==> config.mk <==
export PLATFORM = sky130hd
export DESIGN_NAME = single_wire_frame_sender
export DESIGN_NICKNAME = d
export VERILOG_FILES = /design/src/hw/rtl/swfs_pkg.sv /design/src/hw/rtl/swfs_csr.sv /design/src/hw/rtl/swfs_engine.sv /design/src/hw/rtl/single_wire_frame_sender.sv
export SDC_FILE = /design/constraint.sdc
export NUM_CORES = 1
export LEC_CHECK = 0
export ABC_AREA = 1
export BUFFER_PORTS_ARGS = -buffer_cell sky130_fd_sc_hd__buf_2
export CORE_MARGIN = 1
export CORE_UTILIZATION = 45
export DETAILED_ROUTE_END_ITERATION = 16
export MAX_ROUTING_LAYER = met4
export PLACE_DENSITY = 0.66
export SKIP_LAST_GASP = 1
export SLEW_MARGIN = 10
export SYNTH_ARGS = -nofsm -noshare
export SYNTH_HDL_FRONTEND = slang
export SYNTH_SLANG_ARGS = --single-unit
==> constraint.sdc <==
create_clock -name clock -period 1.8 [get_ports clock]
set_input_delay 0.54 -clock clock [delete_from_list [all_inputs] [get_ports clock]]
set_output_delay 0.54 -clock clock [all_outputs]
set_load 0.02 [all_outputs]
==> src/hw/rtl/swfs_pkg.sv <==
`default_nettype none

package swfs_pkg;

   localparam int unsigned TICK_W     = 8;
   localparam int unsigned BYTE_W     = 8;
   localparam int unsigned SHIFT_W    = 10;
   localparam int unsigned SLOT_W     = 4;
   localparam int unsigned CSR_IDX_W  = 2;
   localparam int unsigned CSR_DATA_W = 8;

   localparam logic [SLOT_W-1:0] ACK_SLOT = 4'd10;

   // register indexes of the configuration port
   localparam logic [CSR_IDX_W-1:0] CSR_START_LOW  = 2'd0;
   localparam logic [CSR_IDX_W-1:0] CSR_WRITE_HOLD = 2'd1;
   localparam logic [CSR_IDX_W-1:0] CSR_READ_HALF  = 2'd2;
   localparam logic [CSR_IDX_W-1:0] CSR_RECOVERY   = 2'd3;

   localparam logic [TICK_W-1:0] START_LOW_RESET  = 8'd6;
   localparam logic [TICK_W-1:0] WRITE_HOLD_RESET = 8'd60;
   localparam logic [TICK_W-1:0] READ_HALF_RESET  = 8'd30;
   localparam logic [TICK_W-1:0] RECOVERY_RESET   = 8'd10;

   typedef enum logic {
      OP_TICK  = 1'b0,
      OP_START = 1'b1
   } op_type;

   typedef enum logic [1:0] {
      PH_START   = 2'd0,
      PH_DECIDE  = 2'd1,
      PH_SAMPLE  = 2'd2,
      PH_RELEASE = 2'd3
   } phase_type;

   typedef struct packed {
      logic [TICK_W-1:0] start_low;
      logic [TICK_W-1:0] write_hold;
      logic [TICK_W-1:0] read_half;
      logic [TICK_W-1:0] recovery;
   } cfg_type;

   typedef struct packed {
      op_type            op;
      logic [BYTE_W-1:0] send_byte;
      logic              line_level;
   } req_type;

   typedef struct packed {
      logic line_pull_low;
      logic busy_res;
      logic done_res;
      logic acked;
   } rsp_type;

endpackage

`default_nettype wire

==> src/hw/rtl/swfs_csr.sv <==
`default_nettype none

module swfs_csr (
   input  wire logic                               clock,
   input  wire logic                               reset,
   input  wire logic                               csr_wr_en,
   input  wire logic [swfs_pkg::CSR_IDX_W-1:0]     csr_index,
   input  wire logic [swfs_pkg::CSR_DATA_W-1:0]    csr_wdata,
   output swfs_pkg::cfg_type                       cfg
);
   import swfs_pkg::*;

   cfg_type cfg_ff;
   cfg_type cfg_in;

   always_comb begin
      cfg_in = cfg_ff;
      if (csr_wr_en) begin
         unique case (csr_index)
            CSR_START_LOW:  cfg_in.start_low  = csr_wdata;
            CSR_WRITE_HOLD: cfg_in.write_hold = csr_wdata;
            CSR_READ_HALF:  cfg_in.read_half  = csr_wdata;
            CSR_RECOVERY:   cfg_in.recovery   = csr_wdata;
            default: ;
         endcase
      end
   end

   always_ff @(posedge clock) begin
      if (reset) begin
         cfg_ff.start_low  <= START_LOW_RESET;
         cfg_ff.write_hold <= WRITE_HOLD_RESET;
         cfg_ff.read_half  <= READ_HALF_RESET;
         cfg_ff.recovery   <= RECOVERY_RESET;
      end else begin
         cfg_ff <= cfg_in;
      end
   end

   assign cfg = cfg_ff;

endmodule

`default_nettype wire

==> src/hw/rtl/swfs_engine.sv <==
`default_nettype none

module swfs_engine (
   input  wire logic              clock,
   input  wire logic              reset,
   input  wire logic              step_en,
   input  wire swfs_pkg::req_type item,
   input  wire swfs_pkg::cfg_type cfg,
   output swfs_pkg::rsp_type      result
);
   import swfs_pkg::*;

   phase_type          phase_ff,   phase_in;
   logic [TICK_W-1:0]  count_ff,   count_in;
   logic [SHIFT_W-1:0] shifter_ff, shifter_in;
   logic [SLOT_W-1:0]  slot_ff,    slot_in;
   logic               sending_ff, sending_in;
   logic               ack_ff,     ack_in;
   logic               drive_ff,   drive_in;
   logic               done;

   // advance the slot sequencer by one word
   always_comb begin
      phase_in   = phase_ff;
      count_in   = count_ff;
      shifter_in = shifter_ff;
      slot_in    = slot_ff;
      sending_in = sending_ff;
      ack_in     = ack_ff;
      drive_in   = drive_ff;
      done       = 1'b0;
      if (step_en) begin
         if (item.op == OP_START) begin
            if (!sending_ff) begin
               sending_in = 1'b1;
               phase_in   = PH_START;
               slot_in    = '0;
               shifter_in = {{(SHIFT_W-BYTE_W){1'b0}}, item.send_byte};
               ack_in     = 1'b0;
               drive_in   = 1'b0;
               count_in   = cfg.recovery;
            end
         end else if (sending_ff) begin
            if (count_ff <= TICK_W'(1)) begin
               count_in = '0;
               unique case (phase_ff)
                  PH_START: begin
                     drive_in = 1'b1;
                     count_in = cfg.start_low;
                     phase_in = PH_DECIDE;
                  end
                  PH_DECIDE: begin
                     if (slot_ff >= ACK_SLOT) begin
                        drive_in = 1'b0;
                        count_in = cfg.read_half;
                        phase_in = PH_SAMPLE;
                     end else begin
                        drive_in   = ~shifter_ff[0];
                        shifter_in = shifter_ff >> 1;
                        count_in   = cfg.write_hold;
                        phase_in   = PH_RELEASE;
                     end
                  end
                  PH_SAMPLE: begin
                     ack_in   = ~item.line_level;
                     count_in = cfg.read_half;
                     phase_in = PH_RELEASE;
                  end
                  PH_RELEASE: begin
                     drive_in = 1'b0;
                     phase_in = PH_START;
                     count_in = cfg.recovery;
                     if (slot_ff >= ACK_SLOT) begin
                        sending_in = 1'b0;
                        done       = 1'b1;
                     end else begin
                        slot_in = slot_ff + SLOT_W'(1);
                     end
                  end
                  default: ;
               endcase
            end else begin
               count_in = count_ff - TICK_W'(1);
            end
         end
      end
   end

   always_ff @(posedge clock) begin
      if (reset) begin
         phase_ff   <= PH_START;
         count_ff   <= '0;
         shifter_ff <= '0;
         slot_ff    <= '0;
         sending_ff <= 1'b0;
         ack_ff     <= 1'b0;
         drive_ff   <= 1'b0;
      end else begin
         phase_ff   <= phase_in;
         count_ff   <= count_in;
         shifter_ff <= shifter_in;
         slot_ff    <= slot_in;
         sending_ff <= sending_in;
         ack_ff     <= ack_in;
         drive_ff   <= drive_in;
      end
   end

   assign result.line_pull_low = drive_in;
   assign result.busy_res      = sending_in;
   assign result.done_res      = done;
   assign result.acked         = done & ack_in;

endmodule

`default_nettype wire

==> src/hw/rtl/single_wire_frame_sender.sv <==
`default_nettype none

// Channel   Direction  Handshake           Word
// req_      in         req_valid/stall     op, send_byte, line_level
// rsp_      out        rsp_valid/stall     line_pull_low, busy_res, done_res, acked
// csr_      in         csr_wr_en           index 0..3, 8-bit data
//
// One request word in, one response word out, one word per cycle sustained while
// rsp_ is not stalled. A word passes the input register, then the sequencer step that
// fills the response register. Reset is synchronous: config returns to its
// defaults and the sequencer goes idle with the line released. A stall on
// rsp_ holds the response register and then back-pressures req_ once the
// input register is also full.

module single_wire_frame_sender (
   input  wire logic                              clock,
   input  wire logic                              reset,
   input  wire logic                              req_valid,
   output logic                                   req_stall,
   input  wire logic                              req_op,
   input  wire logic [swfs_pkg::BYTE_W-1:0]       req_send_byte,
   input  wire logic                              req_line_level,
   output logic                                   rsp_valid,
   input  wire logic                              rsp_stall,
   output logic                                   rsp_line_pull_low,
   output logic                                   rsp_busy_res,
   output logic                                   rsp_done_res,
   output logic                                   rsp_acked,
   input  wire logic                              csr_wr_en,
   input  wire logic [swfs_pkg::CSR_IDX_W-1:0]    csr_index,
   input  wire logic [swfs_pkg::CSR_DATA_W-1:0]   csr_wdata
);
   import swfs_pkg::*;

   cfg_type cfg;
   req_type item_ff, item_in;
   logic    in_valid_ff, in_valid_in;
   rsp_type out_ff, out_in;
   logic    out_valid_ff, out_valid_in;
   rsp_type step_result;
   logic    req_take;
   logic    step_en;

   swfs_csr u_csr (
      .clock     (clock),
      .reset     (reset),
      .csr_wr_en (csr_wr_en),
      .csr_index (csr_index),
      .csr_wdata (csr_wdata),
      .cfg       (cfg)
   );

   // advance the held word into the sequencer whenever the response slot frees up
   assign step_en   = in_valid_ff & (~out_valid_ff | ~rsp_stall);
   assign req_stall = in_valid_ff & ~step_en;
   assign req_take  = req_valid & ~req_stall;

   always_comb begin
      item_in     = item_ff;
      in_valid_in = in_valid_ff;
      if (req_take) begin
         item_in.op         = op_type'(req_op);
         item_in.send_byte  = req_send_byte;
         item_in.line_level = req_line_level;
         in_valid_in        = 1'b1;
      end else if (step_en) begin
         in_valid_in = 1'b0;
      end
   end

   swfs_engine u_engine (
      .clock   (clock),
      .reset   (reset),
      .step_en (step_en),
      .item    (item_ff),
      .cfg     (cfg),
      .result  (step_result)
   );

   // hold the response until taken; load a fresh one on every step
   always_comb begin
      out_in       = out_ff;
      out_valid_in = out_valid_ff;
      if (step_en) begin
         out_in       = step_result;
         out_valid_in = 1'b1;
      end else if (out_valid_ff && !rsp_stall) begin
         out_valid_in = 1'b0;
      end
   end

   always_ff @(posedge clock) begin
      if (reset) begin
         in_valid_ff  <= 1'b0;
         out_valid_ff <= 1'b0;
      end else begin
         in_valid_ff  <= in_valid_in;
         out_valid_ff <= out_valid_in;
      end
   end

   always_ff @(posedge clock) begin
      item_ff <= item_in;
      out_ff  <= out_in;
   end

   assign rsp_valid         = out_valid_ff;
   assign rsp_line_pull_low = out_ff.line_pull_low;
   assign rsp_busy_res      = out_ff.busy_res;
   assign rsp_done_res      = out_ff.done_res;
   assign rsp_acked         = out_ff.acked;

   // a frame ends with the sender idle
   a_done_idle: assert property (@(posedge clock) disable iff (reset)
      rsp_valid && rsp_done_res |-> !rsp_busy_res)
      else $error("done reported while still busy");

   // acknowledge only reported on the word that ends the frame
   a_ack_done: assert property (@(posedge clock) disable iff (reset)
      rsp_valid && rsp_acked |-> rsp_done_res)
      else $error("acked without done");

   // back-pressure only when both stages are full and the output is stalled
   a_stall_cause: assert property (@(posedge clock) disable iff (reset)
      req_stall |-> in_valid_ff && out_valid_ff && rsp_stall)
      else $error("request stalled without a full pipeline");

   // a stepped word always lands in the response register
   a_step_lands: assert property (@(posedge clock) disable iff (reset)
      step_en |=> out_valid_ff)
      else $error("stepped word lost");

endmodule

`default_nettype wire
Yosys cells after proc, flatten, opt, wreduce, memory -nomap -nowiden
Cells that the tools add are included.
Widths: inputs -> output; s select.
- bits in registers: 75
- input port bits: 25
- output and inout bits: 6
- $add $sub $neg: 2
- $lt $le $gt $ge: 2
- eq/ne operators: 8
- muxes and demuxes: 53
- bitwise logic cells: 11
- reductions and logical operators: 18
- operators with widths (cell ; number):
    $mux 10 ; 6
    $mux 8 ; 5
    $pmux 8 s4 ; 1
    $mux 1 ; 29
    $mux 4 ; 6
    $reduce_and 6->1 ; 2
    $reduce_bool 2->1 ; 6
    $eq 2x2->1 const B ; 4
    $le 8x1->1 const B ; 1
    $mux 2 ; 4
    $pmux 2 s4 ; 1
    $reduce_and 2->1 ; 4
    $sub 8x1->8 const B ; 1
    $not 1->1 ; 6
    $add 4x1->4 const B ; 1
    $and 1x1->1 ; 4
    $eq 2x1->1 const B ; 2
    $ge 4x4->1 const B ; 1
    $logic_not 2->1 ; 2
    $ne 2x2->1 const B ; 2
    $reduce_and 4->1 ; 1
    $pmux 1 s3 ; 1
    $reduce_and 3->1 ; 1
    $logic_and 1x1->1 ; 1
    2 further kinds ; 2

Depth between registers and ports, before layout
- word-level depth: 8
- gate-level depth with buffers: 13
- mapped depth without buffers: 13

By module
From an unflattened synthesis, not the netlist that was laid out.
- cell total of the unflattened synthesis: 551
- area, all modules: 3877.5 um^2
- by module, submodules not included (module ; instances ; cells an instance ; area each (um^2) ; sequential area each (um^2)):
    swfs_engine ; 1 ; 336 ; 1981.9 ; 500.5
    swfs_csr ; 1 ; 189 ; 1383.8 ; 640.6
    single_wire_frame_sender ; 1 ; 26 ; 511.7 ; 460.4

Worst setup path after synthesis
No wires, ideal clock.
- path kind: reg2reg
- start point: register item_ff[9] (netlist name)
- end point: register u_engine.slot_ff[2]
- arrival: 1747 ps
- data required time: 1679 ps
- path slack: -69 ps
- cell stages (with the launch flop): 11
- path buffers: 3
- cells stage by stage: edfxtp_1 > buf_4 > inv_1 > buf_2 > ha_1 > inv_1 > nor2_1 > inv_1 > buf_2 > o21ai_0 > nor2_1
- cells in the longest elaborated chain, start to end: 2
- elaborated cells on any way between the ends: 7
- those cells by class: 2 x eq/ne; 1 x mux; 4 x reduce/logical
- RTL lines (item ; line ; RTL):
    start: declaration ; single_wire_frame_sender.sv:36 ; req_type item_ff, item_in;
    start signal: assignment ; single_wire_frame_sender.sv:103 ; item_ff <= item_in;
    $ne 2x2->1 (no line) / $reduce_bool 2->1 (equally long branches) ; - ;
    $reduce_and 6->1 (no line) ; - ;
    end signal: assignment ; swfs_engine.sv:102 ; slot_ff <= slot_in;
    end: declaration ; swfs_engine.sv:16 ; logic [SLOT_W-1:0] slot_ff, slot_in;
Several ways; a longest one is shown, not always the timed one.
A chain may end at the register's enable or synchronous reset.

Final worst setup path
- start point: register u_engine.count_ff[0]
- end point: register u_engine.slot_ff[0]
- cells in the longest elaborated chain, start to end: 3
- RTL lines (item ; line ; RTL):
    start: declaration ; swfs_engine.sv:14 ; logic [TICK_W-1:0] count_ff, count_in;
    start signal: assignment ; swfs_engine.sv:100 ; count_ff <= count_in;
    $le 8x1->1 ; swfs_engine.sv:44 ; if (count_ff <= TICK_W'(1)) begin
    $reduce_bool 2->1 (no line) ; - ;
    $reduce_and 6->1 (no line) ; - ;
No other way between the ends.

==> reports/results.txt <==
When the netlist entered floorplanning its net count stood at 534. The fraction of layout instances using a drive strength above 1 was 15.8%; the data required time at the worst endpoint was 2030 ps. Worst supply voltage drop on vdd: 431 uV.

Global routing finished with a remaining overflow of 0. The number of hold violations in the final report came out at 0. Data arrives at the worst endpoint at 1880 ps.

Summing over every cut layer, the via total after detailed routing is 3345. The worst setup path is of the flip-flop to flip-flop kind. The region available for standard cell placement spans 7730 sq um. The tree is rooted in a sky130_fd_sc_hd__clkbuf_8. At the end of routability-driven placement, the weighted congestion stood at 0.842. The via count of the first global-routing pass is 3249, and the all-layer global routing usage is 22.5%.

The initial antenna violation count was 0; the peak fanout along the critical path was 6. The via density per instance is 5.11. STA classifies the critical path endpoint as a flip-flop.

The net count of the finished layout is 581. Counting I/O delays and the setup requirement, the final critical path takes 1650 ps. The mapped netlist covers 3610 sq um. For this run, asynchronously set or reset flops after synthesis account for 0%. In the post-synthesis netlist, the biggest area contributors are sky130_fd_sc_hd__dfxtp_1 33%, sky130_fd_sc_hd__edfxtp_1 12%, sky130_fd_sc_hd__nand2_1 11%, sky130_fd_sc_hd__a21oi_1 7.8%, sky130_fd_sc_hd__inv_1 7.2%. A synthesized cell averages 7.21 sq um. The count of maximum capacitance violations is 0.

For this run, the register share of the synthesized area comes to 44.4%. TritonCTS built the clock tree. Counting instances in the post-synthesis netlist gives the leading cell types as 108 x sky130_fd_sc_hd__nand2_1, 69 x sky130_fd_sc_hd__inv_1, 59 x sky130_fd_sc_hd__dfxtp_1. With fillers left out, the area of the finished cells amounts to 4250 sq um. Clock skew on the completed layout was measured at 6.52 ps.

After technology mapping, the gate count stands at 500. After the first detailed-routing iteration, the DRC count stood at 233. Prior to clock tree synthesis, the placed netlist has a worst setup slack of -23.3 ps. For the iteration count of the initial detailed-routing pass, the log shows 5. The cell type with the highest aggregate area in the netlist is sky130_fd_sc_hd__dfxtp_1. Once detail routing completed, the nets flagged for antenna violations numbered 0. In this run, synthesis produced a sequential element count of 73. For the I/O pin count, the log shows 31.

In this run the tightest slew margin relative to its limit is 73.7%. Hold is met by 360 ps. CTS built an H-tree with a depth of 3. For this design the static power due to leakage is 1.83 nW. The tools report the clock latency on the worst-skew pair as 350 ps. The logs give 1670 sq um for the combined area of the multi-input logic cells and 2 for the maximum clock insertion buffer count. For the final routed database, the setup TNS stands at 0 ps.

The wire-length estimate of the detail-placed layout is 5970 microns. The floorplan has 32 rows. The vertical die dimension is 91.5 microns. The run finished with clean final reports. For the final number of setup-violating endpoints, the log shows 0. The worst setup path is launched from a flip-flop. After detailed placement, the total cell area comes to 4000 sq um. In this run the horizontal extent of the chip is 91.5 microns.

In the final routed layout, each cell accounts on average for 12.9 microns. The layout overhead on the synthesized area was 17.7%. In this run the biggest area consumer among cell types represents 32.7% of the synthesized area.

The total wire length is 8420 microns, and the count of hold buffers inserted by post-cts repair is 0. In the post-route analysis, the smallest setup slack over all paths is 153 ps. In the routed design, unresolved DRC markers number 0. The initial utilization of the core area, before any placement, comes to 46.7%. The register clock-pin slew on the reported worst setup and hold paths works out to 80 ps.

The most numerous cell in the Yosys netlist is sky130_fd_sc_hd__nand2_1. The Yosys step of the flow raised 0 warnings. The first global-routing pass estimated 14500 microns of wire. Entering global routing, the biggest net connects 43 pins. In this run the tool buffered the top-level ports with 30 buffer cells.

The total power of the final layout was 3.73 mW. Transition time at the pin with the least slew margin: 394 ps. The top flip-flop cell by instance count after synthesis was sky130_fd_sc_hd__dfxtp_1. The tools report the achievable clock frequency as 607 MHz. In this run the power density over the cells is 878 nW/um^2. The run gives 735 as the number of fillers in the final layout. Yosys mapped a number of flops with a built-in enable equal to 14.

The total clock buffers created by CTS is 9. The final worst-path cycle share is 91.5%, and the number of sinks driven by the clock tree is 73. Summing all flip-flop and latch instances after layout gives 1600 sq um.

Die area: 8380 sq um. Final count of pins violating max slew: 0. In this run the worst hold path is classified as input port to flip-flop.

The number of antenna diodes in the final layout is 0. The number of different library cells used by synthesis comes to 24.
==> logic make-up after synthesis <==
| family | count (synthesis) | synth area share (%) |
|---|---|---|
| AND/OR/NAND/NOR | 210 | 25.4 |
| AO/OA/AOI/OAI | 117 | 16.9 |
| buffers and inverters | 90 | 9.99 |
| flip-flops | 73 | 44.4 |
| adder cells (fa/ha/maj) | 9 | 3.12 |
| XOR/XNOR | 1 | 0.243 |
==> final timing paths <==
path / from / end / slack, ps / cells after the start
worst max-delay path: u_engine.count_ff[0] / u_engine.slot_ff[0] / 150 / 11
worst max register to register: u_engine.count_ff[0] / u_engine.slot_ff[0] / 150 / 11
worst min-delay path: req_send_byte[2] / item_ff[3] / 360 / 1
worst min register to register: u_engine.shifter_ff[3] / u_engine.shifter_ff[3] / 460 / 2
==> where the power goes <==
part | internal, mW | switching, mW
Sequential | 1.74 | 0.0381
Clock | 0.774 | 0.620
Combinational | 0.210 | 0.342
Total | 2.73 | 1.00
==> state kept, by name, summed over array words and instances (netlist names) <==
signal,count
in_valid_ff,1
item_ff,10
rsp_acked,1
rsp_busy_res,1
rsp_done_res,1
rsp_line_pull_low,1
rsp_valid,1
u_csr.cfg,32
u_engine.ack_ff,1
u_engine.count_ff,8
u_engine.drive_ff,1
u_engine.phase_ff,2
u_engine.sending_ff,1
u_engine.shifter_ff,8
u_engine.slot_ff,4
==> layer usage <==
layer  global-route usage (%)  vias to the layer above  wire length, microns
li1                         -                     1717                     -
met2                     36.3                       72                  3930
met1                     27.5                     1542                  4020
met4                     7.94                        0                   124
met3                     5.44                       14                   339
met5                        -                        -                     0
==> repair_timing <==
item,CTS,global route
buffers inserted,0,1
endpoints found under the setup margin,0,19
resized for setup,0,9
==> layout make-up <==
type / instances / area share [%]
clock inverters: 6 / 1.95
flip-flops and latches: 73 / 37.8
inverters: 70 / 6.19
clock buffers: 10 / 3.01
well taps: 102 / 3.01
multi-input cells: 337 / 39.3
repair buffers: 56 / 8.81
==> cells in the final DEF (no fill, tap or decap), types with 3 or more instances in the layout <==
master / count
sky130_fd_sc_hd__a21oi_1: 56
sky130_fd_sc_hd__buf_2: 30
sky130_fd_sc_hd__buf_4: 23
sky130_fd_sc_hd__clkbuf_8: 9
sky130_fd_sc_hd__dfxtp_1: 58
sky130_fd_sc_hd__edfxtp_1: 14
sky130_fd_sc_hd__ha_1: 8
sky130_fd_sc_hd__inv_1: 67
sky130_fd_sc_hd__nand2_1: 106
sky130_fd_sc_hd__nand3_1: 35
sky130_fd_sc_hd__nand4_1: 3
sky130_fd_sc_hd__nor2_1: 49
sky130_fd_sc_hd__nor2_4: 5
sky130_fd_sc_hd__nor3_1: 4
sky130_fd_sc_hd__o211ai_1: 9
sky130_fd_sc_hd__o21ai_0: 48
sky130_fd_sc_hd__o21ai_1: 4
==> through the flow <==
step	util (%)	std cells
floorplan	-	500
CTS	54.5	653
global placement	51.8	637
global route	54.9	654
finish	54.9	654
detailed placement	51.8	637
==> critical path, cell delays in order, from the launching register on <==
cell	delay, ps
sky130_fd_sc_hd__dfxtp_2	340
sky130_fd_sc_hd__inv_1	90
sky130_fd_sc_hd__ha_2	190
sky130_fd_sc_hd__nor2_1	70
sky130_fd_sc_hd__nor2_4	130
sky130_fd_sc_hd__nand3_4	130
sky130_fd_sc_hd__nor2_4	140
sky130_fd_sc_hd__nor2_1	70
sky130_fd_sc_hd__nor2_4	180
sky130_fd_sc_hd__inv_1	80
sky130_fd_sc_hd__nand2_1	60
sky130_fd_sc_hd__a21oi_1	60
Power figures use the tool's default switching activity.
